==> src/rtl/core/nrmc_pkg.sv <==
package nrmc_pkg;

   localparam int SENTENCE_BYTES = 128;
   localparam int HEADER_LEN     = 6;
   localparam int FILL_W         = $clog2(SENTENCE_BYTES + 1);
   localparam int POS_W          = 7;

   localparam logic [7:0] CHAR_DOLLAR = 8'h24;
   localparam logic [7:0] CHAR_G      = 8'h47;
   localparam logic [7:0] CHAR_P      = 8'h50;
   localparam logic [7:0] CHAR_N      = 8'h4E;
   localparam logic [7:0] CHAR_R      = 8'h52;
   localparam logic [7:0] CHAR_M      = 8'h4D;
   localparam logic [7:0] CHAR_C      = 8'h43;
   localparam logic [7:0] CHAR_STAR   = 8'h2A;
   localparam logic [7:0] CHAR_0      = 8'h30;
   localparam logic [7:0] CHAR_9      = 8'h39;
   localparam logic [7:0] CHAR_LA     = 8'h61;
   localparam logic [7:0] CHAR_LF     = 8'h66;
   localparam logic [7:0] CHAR_UA     = 8'h41;
   localparam logic [7:0] CHAR_UF     = 8'h46;

   typedef struct packed {
      logic [HEADER_LEN-1:0][7:0] window;   // [HEADER_LEN-1] newest
      logic [FILL_W-1:0]          fill_count;
      logic [7:0]                 running_xor;
      logic [7:0]                 recent0;
      logic [7:0]                 recent1;
   } state_type;

   typedef struct packed {
      logic             header_found;
      logic             talker_gn;
      logic             body_byte;
      logic [POS_W-1:0] byte_position;
      logic [7:0]       byte_echo;
      logic             sentence_ok;
      logic [POS_W-1:0] last_index;
      logic             overflow;
   } result_type;

   typedef struct packed {
      logic       valid;
      logic [3:0] value;
   } hex_type;

   function automatic hex_type hex_decode(input logic [7:0] c);
      hex_type h;
      logic [7:0] d;
      h = '0;
      d = '0;
      if (c >= CHAR_0 && c <= CHAR_9) begin
         d = c - CHAR_0;
         h.valid = 1'b1;
      end else if (c >= CHAR_LA && c <= CHAR_LF) begin
         d = c - CHAR_LA + 8'd10;
         h.valid = 1'b1;
      end else if (c >= CHAR_UA && c <= CHAR_UF) begin
         d = c - CHAR_UA + 8'd10;
         h.valid = 1'b1;
      end
      h.value = d[3:0];
      return h;
   endfunction

endpackage

==> src/rtl/core/nrmc_if.sv <==
interface nrmc_req_if import nrmc_pkg::*; ();
   logic       valid;
   logic       ready;
   logic [7:0] rx_byte;

   modport source (output valid, output rx_byte, input ready);
   modport sink (input valid, input rx_byte, output ready);
endinterface

interface nrmc_rsp_if import nrmc_pkg::*; ();
   logic             valid;
   logic             ready;
   logic             header_found;
   logic             talker_gn;
   logic             body_byte;
   logic [POS_W-1:0] byte_position;
   logic [7:0]       byte_echo;
   logic             sentence_ok;
   logic [POS_W-1:0] last_index;
   logic             overflow;

   modport source (output valid, output header_found, output talker_gn,
                   output body_byte, output byte_position, output byte_echo,
                   output sentence_ok, output last_index, output overflow,
                   input ready);
   modport sink (input valid, input header_found, input talker_gn,
                 input body_byte, input byte_position, input byte_echo,
                 input sentence_ok, input last_index, input overflow,
                 output ready);
endinterface

==> src/rtl/core/nrmc_step.sv <==
module nrmc_step import nrmc_pkg::*; (
   input  state_type  cur_state,
   input  logic [7:0] rx_byte,
   output state_type  nxt_state,
   output result_type result
);

   logic [HEADER_LEN-1:0][7:0] win_shift;
   logic                       is_header;
   hex_type                    h1;
   hex_type                    h2;
   logic [7:0]                 parsed;

   assign win_shift = {rx_byte, cur_state.window[HEADER_LEN-1:1]};

   assign is_header = (win_shift[0] == CHAR_DOLLAR) && (win_shift[1] == CHAR_G) &&
                      ((win_shift[2] == CHAR_P) || (win_shift[2] == CHAR_N)) &&
                      (win_shift[3] == CHAR_R) && (win_shift[4] == CHAR_M) &&
                      (win_shift[5] == CHAR_C);

   assign h1 = hex_decode(cur_state.recent0);
   assign h2 = hex_decode(rx_byte);

   always_comb begin
      if (!h1.valid) begin
         parsed = '0;
      end else if (h2.valid) begin
         parsed = {h1.value, h2.value};
      end else begin
         parsed = {4'd0, h1.value};
      end
   end

   always_comb begin
      nxt_state = cur_state;
      result = '0;
      result.byte_echo = rx_byte;
      if (cur_state.fill_count < FILL_W'(HEADER_LEN)) begin
         nxt_state.window = win_shift;
         if (cur_state.fill_count == FILL_W'(HEADER_LEN - 1)) begin
            if (is_header) begin
               result.header_found = 1'b1;
               result.talker_gn = (win_shift[2] == CHAR_N);
               result.byte_position = POS_W'(HEADER_LEN - 1);
               nxt_state.fill_count = FILL_W'(HEADER_LEN);
               nxt_state.running_xor = win_shift[1] ^ win_shift[2] ^ win_shift[3];
               nxt_state.recent0 = win_shift[5];
               nxt_state.recent1 = win_shift[4];
            end
         end else begin
            nxt_state.fill_count = cur_state.fill_count + 1'b1;
         end
      end else if (cur_state.fill_count >= FILL_W'(SENTENCE_BYTES)) begin
         result.overflow = 1'b1;
         nxt_state = '0;
      end else begin
         result.body_byte = 1'b1;
         result.byte_position = POS_W'(cur_state.fill_count);
         if ((cur_state.recent1 == CHAR_STAR) && (parsed == cur_state.running_xor)) begin
            result.sentence_ok = 1'b1;
            result.last_index = POS_W'(cur_state.fill_count);
            nxt_state = '0;
         end else begin
            nxt_state.running_xor = cur_state.running_xor ^ cur_state.recent1;
            nxt_state.recent1 = cur_state.recent0;
            nxt_state.recent0 = rx_byte;
            nxt_state.fill_count = cur_state.fill_count + 1'b1;
         end
      end
   end

endmodule

==> src/rtl/core/nmea_rmc_sentence_checker_unit.sv <==
// Response is registered: each byte passes the input register, then the result register.
// Throughput: one byte per cycle while the response side accepts; sentence state updates in a single step per byte.
// Backpressure on the response side stalls the input register, no byte is lost.
// Reset (synchronous, active high) empties both stages and clears the header window,
// fill count, checksum and recent bytes; the block is ready the cycle after reset.
module nmea_rmc_sentence_checker_unit import nrmc_pkg::*; (
   input  logic       clock,
   input  logic       reset,
   nrmc_req_if.sink   req_chan,
   nrmc_rsp_if.source rsp_chan
);

   logic       in_valid_ff;
   logic       in_valid_in;
   logic [7:0] in_byte_ff;
   state_type  state_ff;
   state_type  state_in;
   logic       out_valid_ff;
   logic       out_valid_in;
   result_type out_ff;
   result_type step_res;
   logic       advance;
   logic       req_take;

   assign advance  = in_valid_ff && (!out_valid_ff || rsp_chan.ready);
   assign req_chan.ready = !in_valid_ff || advance;
   assign req_take = req_chan.valid && req_chan.ready;

   assign in_valid_in  = req_take || (in_valid_ff && !advance);
   assign out_valid_in = advance || (out_valid_ff && !rsp_chan.ready);

   nrmc_step u_step (
      .cur_state (state_ff),
      .rx_byte   (in_byte_ff),
      .nxt_state (state_in),
      .result    (step_res)
   );

   always_ff @(posedge clock) begin
      if (reset) begin
         in_valid_ff  <= 1'b0;
         out_valid_ff <= 1'b0;
         state_ff     <= '0;
      end else begin
         in_valid_ff  <= in_valid_in;
         out_valid_ff <= out_valid_in;
         if (advance) begin
            state_ff <= state_in;
         end
      end
   end

   always_ff @(posedge clock) begin
      if (req_take) begin
         in_byte_ff <= req_chan.rx_byte;
      end
      if (advance) begin
         out_ff <= step_res;
      end
   end

   assign rsp_chan.valid         = out_valid_ff;
   assign rsp_chan.header_found  = out_ff.header_found;
   assign rsp_chan.talker_gn     = out_ff.talker_gn;
   assign rsp_chan.body_byte     = out_ff.body_byte;
   assign rsp_chan.byte_position = out_ff.byte_position;
   assign rsp_chan.byte_echo     = out_ff.byte_echo;
   assign rsp_chan.sentence_ok   = out_ff.sentence_ok;
   assign rsp_chan.last_index    = out_ff.last_index;
   assign rsp_chan.overflow      = out_ff.overflow;

   a_clear_after_end: assert property (@(posedge clock) disable iff (reset)
      (advance && (step_res.overflow || step_res.sentence_ok)) |=>
      (state_ff.fill_count == '0 && state_ff.running_xor == '0))
      else $error("state not cleared after sentence end");

   a_kind_exclusive: assert property (@(posedge clock) disable iff (reset)
      out_valid_ff |-> $onehot0({out_ff.header_found, out_ff.body_byte, out_ff.overflow}))
      else $error("more than one byte kind flagged");

   a_ok_is_body: assert property (@(posedge clock) disable iff (reset)
      (out_valid_ff && out_ff.sentence_ok) |-> out_ff.body_byte)
      else $error("sentence end on non-body byte");

   a_gn_needs_header: assert property (@(posedge clock) disable iff (reset)
      (out_valid_ff && out_ff.talker_gn) |-> out_ff.header_found)
      else $error("talker flag without header");

   a_fill_bound: assert property (@(posedge clock) disable iff (reset)
      state_ff.fill_count <= FILL_W'(SENTENCE_BYTES))
      else $error("fill count past limit");

endmodule
==> src/flat_wrapper.sv <==
// flat-port wrapper written by rule: the top's interface ports become plain ports
module nmea_rmc_sentence_checker_unit_flat import nrmc_pkg::*;
  (clock, reset, req_chan_valid, req_chan_rx_byte, req_chan_ready, rsp_chan_valid, rsp_chan_header_found, rsp_chan_talker_gn, rsp_chan_body_byte, rsp_chan_byte_position, rsp_chan_byte_echo, rsp_chan_sentence_ok, rsp_chan_last_index, rsp_chan_overflow, rsp_chan_ready);
  nrmc_req_if req_chan_i ();
  nrmc_rsp_if rsp_chan_i ();
  input  logic clock;
  input  logic reset;
  input wire logic [$bits(req_chan_i.valid)-1:0] req_chan_valid;
  input wire logic [$bits(req_chan_i.rx_byte)-1:0] req_chan_rx_byte;
  output wire logic [$bits(req_chan_i.ready)-1:0] req_chan_ready;
  output wire logic [$bits(rsp_chan_i.valid)-1:0] rsp_chan_valid;
  output wire logic [$bits(rsp_chan_i.header_found)-1:0] rsp_chan_header_found;
  output wire logic [$bits(rsp_chan_i.talker_gn)-1:0] rsp_chan_talker_gn;
  output wire logic [$bits(rsp_chan_i.body_byte)-1:0] rsp_chan_body_byte;
  output wire logic [$bits(rsp_chan_i.byte_position)-1:0] rsp_chan_byte_position;
  output wire logic [$bits(rsp_chan_i.byte_echo)-1:0] rsp_chan_byte_echo;
  output wire logic [$bits(rsp_chan_i.sentence_ok)-1:0] rsp_chan_sentence_ok;
  output wire logic [$bits(rsp_chan_i.last_index)-1:0] rsp_chan_last_index;
  output wire logic [$bits(rsp_chan_i.overflow)-1:0] rsp_chan_overflow;
  input wire logic [$bits(rsp_chan_i.ready)-1:0] rsp_chan_ready;
  assign req_chan_i.valid = req_chan_valid;
  assign req_chan_i.rx_byte = req_chan_rx_byte;
  assign req_chan_ready = req_chan_i.ready;
  assign rsp_chan_valid = rsp_chan_i.valid;
  assign rsp_chan_header_found = rsp_chan_i.header_found;
  assign rsp_chan_talker_gn = rsp_chan_i.talker_gn;
  assign rsp_chan_body_byte = rsp_chan_i.body_byte;
  assign rsp_chan_byte_position = rsp_chan_i.byte_position;
  assign rsp_chan_byte_echo = rsp_chan_i.byte_echo;
  assign rsp_chan_sentence_ok = rsp_chan_i.sentence_ok;
  assign rsp_chan_last_index = rsp_chan_i.last_index;
  assign rsp_chan_overflow = rsp_chan_i.overflow;
  assign rsp_chan_i.ready = rsp_chan_ready;
  nmea_rmc_sentence_checker_unit u_core (.clock(clock), .reset(reset), .req_chan(req_chan_i), .rsp_chan(rsp_chan_i));
endmodule
==> config.mk <==
export PLATFORM = sky130hd
export DESIGN_NAME = nmea_rmc_sentence_checker_unit_flat
export DESIGN_NICKNAME = d
export VERILOG_FILES = /design/src/rtl/core/nrmc_pkg.sv /design/src/rtl/core/nrmc_if.sv /design/src/rtl/core/nrmc_step.sv /design/src/rtl/core/nmea_rmc_sentence_checker_unit.sv /design/src/flat_wrapper.sv
export SDC_FILE = /design/constraint.sdc
export NUM_CORES = 1
export LEC_CHECK = 0
export BUFFER_PORTS_ARGS = -buffer_cell sky130_fd_sc_hd__buf_4
export CORE_MARGIN = 2
export CORE_UTILIZATION = 62
export DETAILED_ROUTE_END_ITERATION = 7
export GPL_TIMING_DRIVEN = 0
export PLACE_DENSITY = 0.8
export SETUP_SLACK_MARGIN = 0.02
export SYNTH_ARGS = -nofsm -noshare
export SYNTH_HDL_FRONTEND = slang
export SYNTH_HIERARCHICAL = 1
export SYNTH_SLANG_ARGS = --single-unit
==> constraint.sdc <==
create_clock -name clock -period 4.05 [get_ports clock]
set_input_delay 0.405 -clock clock [delete_from_list [all_inputs] [get_ports clock]]
set_output_delay 0.405 -clock clock [all_outputs]
set_load 0.05 [all_outputs]
* Word-level counts from Yosys, hierarchy flattened
Index checks and enable logic that the tools add are counted.
Cells by class: add/subtract/negate cells 11, $lt $le $gt $ge 14, equality and inequality tests 13, mux-type cells 28, bitwise logic cells 4, reduce and logical (&&, ||, !) cells 33
Operators by type and width (count):
- $mux 80 | 2
- $mux 32 | 2
- $eq 8x7->1 const B | 6
- $mux 48 | 1
- $mux 8 | 5
- $ge 8x7->1 const B | 4
- $le 8x7->1 const B | 4
- $mux 24 | 1
- $mux 4 | 6
- $sub 4x1->4 const B | 6
- $xor 8x8->8 | 3
- $add 4x4->4 const B | 4
- $eq 8x6->1 const B | 2
- $ge 8x6->1 const B | 2
- $le 8x6->1 const B | 2
- $logic_and 1x1->1 | 16
- $add 8x1->8 const B | 1
- $eq 8x3->1 const B | 1
- $eq 8x8->1 | 1
- $ge 8x8->1 const B | 1
- $lt 8x3->1 const B | 1
- $mux 1 | 7
- $mux 7 | 1
- $mux 3 | 2
- 12 further kinds | 22
Word-level totals: register bits after elaboration 109, input bits 12, word-level logic and storage cells 123

* Logic depth before layout (Yosys ltp)
Gate-level depths: netlist of run 1.
word-level depth 12, depth in mapped cells 13

* Hierarchy
Netlist of run 1, hierarchy kept.
By module, submodules not included:
- nmea_rmc_sentence_checker_unit | instances 1, cells each 392, area an instance 4803.4 µm²
- nrmc_step | instances 1, cells each 311, area an instance 2204.6 µm²

* Worst setup path before layout of run 1
No wires, ideal clock.
kind register to register, start register u_core/state_ff[8] (netlist name), end register u_core/state_ff[21] (netlist name), setup time 0.118 ns, data arrival time 2.939 ns, data required time 3.932 ns, path slack 0.993 ns, stages on the path, launching flop included 14, period minus slack after synthesis 3.057 ns, path through dfxtp_1 inv_1 ha_1 o21bai_1 a21oi_1 a21o_1 or4_1 o32a_1 a211oi_2 a21oi_2 buf_2 a221o_1 nand2b_1 mux2i_1
RTL lines:
- start, declared | line nmea_rmc_sentence_checker_unit.sv:16 | state_type state_ff;
- start signal, assigned | line nmea_rmc_sentence_checker_unit.sv:48 | state_ff <= state_in;

==> results of run 1 <==
[per-stage QoR]
stage	power, mW	instances	setup slack [ns]
6_report	2.090	854	0.1474
5_1_grt	2.160	854	0.02171
4_1_cts	2.105	854	0.2533
3_5_place_dp	1.442	838	-0.1148
3_3_place_gp	1.437	838	-0.06209
2_1_floorplan	1.377	663	0.9931
[cell usage in the layout (no fill, tap or decap), types with 5 or more instances in the layout]
| cell type | n |
|---|---|
| a22o_1 | 50 |
| o21ai_0 | 8 |
| mux2i_1 | 73 |
| nand2b_1 | 146 |
| clkbuf_1 | 31 |
| xnor2_1 | 9 |
| a31oi_1 | 5 |
| a21o_1 | 5 |
| edfxtp_1 | 35 |
| buf_12 | 9 |
| and3_1 | 6 |
| a21oi_1 | 10 |
| clkbuf_8 | 10 |
| xor2_1 | 6 |
| nor3_1 | 8 |
| nand2_1 | 15 |
| nand3_1 | 8 |
| buf_2 | 11 |
| nand4_1 | 5 |
| nor2b_1 | 6 |
| buf_4 | 47 |
| and2_1 | 7 |
| nor2_1 | 23 |
| inv_1 | 15 |
| ha_1 | 8 |
| o2bb2ai_1 | 7 |
| dfxtp_1 | 74 |
[report_power, final]
group          leakage (nW)  switching (mW)  internal (mW)
Sequential            0.921          0.0228           1.15
Combinational          1.60           0.132          0.110
Clock                0.0899           0.369          0.304
[cell type report]
type / count / share of cell area [%]
Buffer: 57 / 5.653
Clock buffer: 13 / 2.045
Clock inverter: 3 / 0.6186
Inverter: 15 / 0.7732
Multi-Input combinational cell: 482 / 49.78
Sequential cell: 109 / 34.78
Tap cell: 136 / 2.337
Timing Repair Buffer: 39 / 4.021
[worst register-to-register path, delay by kind of cell (launching register included)]
kind,cells,cell delay (ns)
and+or+nand+nor,6,2.23
DFF,1,0.55
buffers and inverters,2,0.39
adders and majority gates,1,0.29
AOI/OAI and AO/OA,2,0.26
muxes,1,0.08
[worst paths after layout]
check                                            end  slack (ns)
worst max-delay path              u_core/state_ff[9]        0.15
worst min-delay path            u_core/in_byte_ff[7]        0.19
worst max register to register    u_core/state_ff[9]        0.15
worst min register to register   u_core/state_ff[31]        0.49
[sequential cells by signal, indices dropped and copies added, names as in the netlist, 7 cells and up]
name	cells
u_core/in_byte_ff	8
u_core/rsp_chan.byte_echo	8
u_core/rsp_chan.byte_position	7
u_core/rsp_chan.last_index	7
u_core/state_ff	72
[layer usage]
layer	GRT usage (%)	part of all wire, %	vias up
met1	38.00	43	2532
met5	0	0	-
li1	-	-	2488
met4	10.58	2.8	0
met2	48.24	48	191
met3	5.714	6.4	32
[repair_timing]
action,CTS,global route
setup endpoints to repair,15,17
resized for setup,1,3
endpoints found under the hold margin,0,0
==> flow_summary.json, run 1 <==
{
  "outcome": "finished, final reports clean",
  "cp.depth": 12,
  "dieHeight_um": 107.2,
  "powerDensity_nw_per_um2": 287.0,
  "post_drt_via_cell_ratio": 6.139,
  "arrival_ns": 4.19,
  "final_area_um2": 7282,
  "crit_type": "reg2reg",
  "ff_latch_area_um2": 2532,
  "finalCritPeriodShare_pct": 96.36,
  "setup_viol_count_final": 0,
  "ir_worst_vdd_v": 0.0002427,
  "io_pins": 41,
  "yosys_warnings": 6,
  "antenna_cells": 0,
  "critPathSlowestCell": "nor4_2",
  "die_area_um2": 11480,
  "syn-num-nets": 683,
  "clock_latency_ns": 0.39,
  "worst_pin_slew_ns": 1.092,
  "post_cts_buffers": 0,
  "synthCells": 663,
  "core-area_um2": 10320,
  "worst_hold_slack_ns": 0.1860,
  "crit_top_cell": "buf_2",
  "place_hpwl_um": 11400,
  "grt_pass1_wl_um": 26030,
  "antenna_found_initial": 0,
  "syn_avg_cell_area_um2": 9.951,
  "clk_pin_slew_ns": 0.10,
  "place_area_um2": 7061,
  "htreeDepth": 3,
  "cts-root-buf": "clkbuf_8",
  "crit_chain": "ha_1 -> nor4bb_1 -> nand4_1 -> nor4_2 -> nand3_1 -> and2_1 -> buf_2 -> buf_2 -> a22oi_1 -> o31ai_1 -> nand2b_1 -> mux2i_1",
  "gp_congestion": 0.9115,
  "drv_cap": 0,
  "critPathBufInv": 2,
  "row_count": 37,
  "crit_start": "u_core/in_byte_ff[0]",
  "max_stage_delay_ns": 0.75,
  "max_freq_mhz": 256.2,
  "relSlewSlack_pct": 26.64,
  "rsz0062_at_grt": "no",
  "crit-reg2reg-launch": "u_core/in_byte_ff[0]",
  "cts_hold_buf": 0,
  "hold-path-cell-count": 1,
  "tns_ns": 0,
  "cts_sinks": 109,
  "leakage_nw": 2.615,
  "skew_ns": 0.01063,
  "cts_made_buffers": 9,
  "grt_overflow": 0,
  "gr-usage-all-layers_pct": 29.19,
  "drtIter0Drc": 313,
  "start_util_pct": 63.91,
  "fin_nets": 733,
  "area_delta_synth_final_pct": 10.37,
  "cp-start-kind": "flop",
  "hold_viol_final": 0,
  "drcViolationCount": 0,
  "grt_pass1_vias": 5054,
  "cts_tree": "built",
  "n_fill_cell": 806,
  "crit_required_ns": 4.34,
  "slew_viol_final": 0,
  "netlist_area_um2": 6598,
  "min_path_type": "in2reg",
  "crit_family": "simple AND/OR/NAND/NOR gates",
  "drtPass1Iterations": 5,
  "critPathMaxFanout": 10,
  "numPortBuffers": 39,
  "post_drt_wl_per_cell_um": 18.57,
  "ff2ff_path_depth": 12,
  "vias": 5243,
  "hp-start": "req_chan_rx_byte[7]",
  "routed_wl_um": 15860,
  "ant_nets": 0,
  "crit_path_end_kind": "flop",
  "grt_max_degree": 37,
  "drive_gt1_share_pct": 13.37,
  "fin_crit_ns": 3.903,
  "die_x_um": 107.2,
  "finalCoreUtilization_pct": 70.54,
  "multiInputGateArea_um2": 3625,
  "cts_buffer_depth": 2
}
(Power assumes the default switching activity.)
==> run 2, diff against run 1 <==
--- a/config.mk
+++ b/config.mk
@@ -7,12 +7,11 @@
 export LEC_CHECK = 0
 export BUFFER_PORTS_ARGS = -buffer_cell sky130_fd_sc_hd__buf_4
 export CORE_MARGIN = 2
-export CORE_UTILIZATION = 62
+export CORE_UTILIZATION = 59
 export DETAILED_ROUTE_END_ITERATION = 7
 export GPL_TIMING_DRIVEN = 0
-export PLACE_DENSITY = 0.8
+export PLACE_DENSITY = 0.78
 export SETUP_SLACK_MARGIN = 0.02
 export SYNTH_ARGS = -nofsm -noshare
 export SYNTH_HDL_FRONTEND = slang
-export SYNTH_HIERARCHICAL = 1
 export SYNTH_SLANG_ARGS = --single-unit
==> run 2 against run 1 <==
Net effect: clock power shrank 4.6%; fmax up 3.3%; wire length shrank 30%; via count down 23%; count of clock-buffer cells in the layout fell by 4; setup slack better by 0.12 ns; first-iteration DRC count fell by 2.2%; critical path type unchanged; largest power group unchanged.
==> flow_summary.json, run 2 <==
{
  "outcome": "finished, final reports clean",
  "cts_resized": 0,
  "multiInputGateArea_um2": 2163,
  "drtPass1Iterations": 5,
  "post-synth-top-count-cell": "dfxtp_1",
  "seq_area_frac_synth_pct": 52.19,
  "cts_buffer_depth": 2,
  "syn-num-nets": 522,
  "synth_top_family_by_area": "compound AO/OA/AOI/OAI gates",
  "grt_pass1_wl_um": 18030,
  "slew_viol_final": 0,
  "post_drt_wl_per_cell_um": 16.70,
  "cts_tree": "built",
  "synthCells": 502,
  "cts-root-buf": "clkbuf_8",
  "ant_nets": 0,
  "crit_chain": "inv_1 -> ha_1 -> or3b_1 -> and3_1 -> a2111oi_0 -> o31ai_1 -> a2111oi_2 -> o211a_1 -> a21oi_2 -> buf_2 -> nor2_2 -> nor3_1",
  "placed_cells": 647,
  "n_fill_cell": 662,
  "die_x_um": 94.69,
  "start_util_pct": 59.96,
  "cp-start-kind": "flop",
  "row_count": 33,
  "yosys_warnings": 0,
  "arrival_ns": 4.02,
  "clk_pin_slew_ns": 0.11,
  "relSlewSlack_pct": 29.90,
  "synth-main-ff-cell": "dfxtp_1",
  "synth_edf_count": 35,
  "syn_avg_cell_area_um2": 9.666,
  "critPathMaxFanout": 10,
  "gr-usage-all-layers_pct": 25.66,
  "tns_ns": 0,
  "top_register": "u_core.state_ff",
  "ff_latch_area_um2": 2532,
  "antenna_found_initial": 0,
  "drcViolationCount": 0,
  "antenna_cells": 0,
  "drv_cap": 0,
  "rsz0062_at_grt": "no",
  "cts_sinks": 109,
  "routed_wl_um": 11070,
  "finalCritPeriodShare_pct": 93.30,
  "grt_overflow": 0,
  "io_pins": 41,
  "vias": 4047,
  "drive_gt1_share_pct": 13.26,
  "leakage_nw": 1.912,
  "synthTopCellsByCount": "dfxtp_1, nand2_1, a21oi_1",
  "critPathBufInv": 2,
  "worst_pin_slew_ns": 1.050,
  "ir_worst_vdd_v": 0.0003358,
  "powerDensity_nw_per_um2": 358.1,
  "core-area_um2": 8093,
  "synthAdderAreaFrac_pct": 2.063,
  "power_mw": 1.964,
  "cts_hold_buf": 0,
  "max_stage_delay_ns": 0.67,
  "fin_nets": 573,
  "cts_made_buffers": 9,
  "hold_viol_final": 0,
  "async_flop_share_pct": 0,
  "crit_type": "reg2reg",
  "netlist_area_um2": 4852,
  "ys_ff_latch": 109,
  "area_delta_synth_final_pct": 13.05,
  "dieHeight_um": 94.69,
  "place_area_um2": 5284,
  "muxShareOfSynthArea_pct": 0,
  "synth_xor_area_share_pct": 2.166,
  "place_hpwl_um": 7948,
  "yosysTopAreaCellShare_pct": 30.53,
  "fin_crit_ns": 3.778,
  "grt_pass1_vias": 3645,
  "synth_area_leaders": "dfxtp_1, edfxtp_1, a21oi_1, o21ai_1, nand2_1",
  "final_cell_mix": "dfxtp_1, nand2_1, a21oi_1",
  "die_area_um2": 8965,
  "setup_viol_count_final": 0,
  "crit_family": "compound AO/OA/AOI/OAI gates",
  "drtIter0Drc": 306,
  "max_freq_mhz": 264.7,
  "numPortBuffers": 40,
  "yosys.area_share.simple_pct": 19.24,
  "clock_latency_ns": 0.37,
  "crit_required_ns": 4.29,
  "final_cells": 663,
  "skew_ns": 0.009127,
  "final_area_um2": 5485,
  "post_cts_buffers": 0,
  "htreeDepth": 3,
  "yosys.area.top_type": "dfxtp_1",
  "grt_max_degree": 28,
  "critPathSlowestCell": "a2111oi_0",
  "ys_types": 61,
  "post_drt_via_cell_ratio": 6.104,
  "synth_compound_area_share_pct": 21.12,
  "crit_path_end_kind": "flop",
  "min_path_type": "in2reg",
  "largest_reg_flops": 72,
  "gp_congestion": 0.8395,
  "layout_commonest_cell": "dfxtp_1"
}
run 2: logic make-up (layout without fill, tap and decap cells):
logic type                 count (synthesis)  count (layout)
buffers and inverters                     39              95
AOI/OAI and AO/OA                        165             165
and+or+nand+nor                          169             169
DFF                                      109             109
xor gates and xnor gates                  12              12
adders and majority gates                  8               8
run 2: power by group:
group,internal (mW),switching [mW]
logic,0.0424,0.106
registers,1.15,0.0211
clock network,0.243,0.399
total,1.44,0.526
run 2: worst paths after layout:
kind / from / end / slack [ns] / cells past startpoint
max reg2reg: u_core.in_byte_ff[1] / u_core.state_ff[19] / 0.27 / 12
min: req_chan_rx_byte[3] / u_core.in_byte_ff[3] / 0.20 / 1
min reg2reg: u_core.state_ff[61] / u_core.state_ff[53] / 0.48 / 2
max: u_core.in_byte_ff[1] / u_core.state_ff[19] / 0.27 / 12
run 2: stage by stage:
stage                     worst slack, ns  utilization (%)  hold slack, ns
final                              0.2715            67.78          0.2012
after global routing              0.02883            67.78          0.1812
after global placement             0.3989            65.29          0.4548
after detailed placement           0.3601            65.29          0.4608
after floorplan                    0.9736                -          0.4384
after CTS                          0.3233            67.78          0.1938
run 2: area by class of cell:
cell class | instances | area share (%)
Buffer | 28 | 2.099
Clock buffer | 9 | 2.258
Clock inverter | 7 | 1.414
Inverter | 11 | 0.7527
Multi-Input combinational cell | 354 | 39.44
Sequential cell | 109 | 46.17
Tap cell | 105 | 2.395
Timing Repair Buffer | 40 | 5.474
run 2: layer usage:
metal | GRT usage (%) | share of wire (%) | up-vias
met5 | 0 | 0 | -
met4 | 6.280 | 1.7 | 0
met3 | 4.868 | 6.1 | 21
met2 | 42.08 | 49 | 141
met1 | 35.28 | 43 | 1935
li1 | - | - | 1950
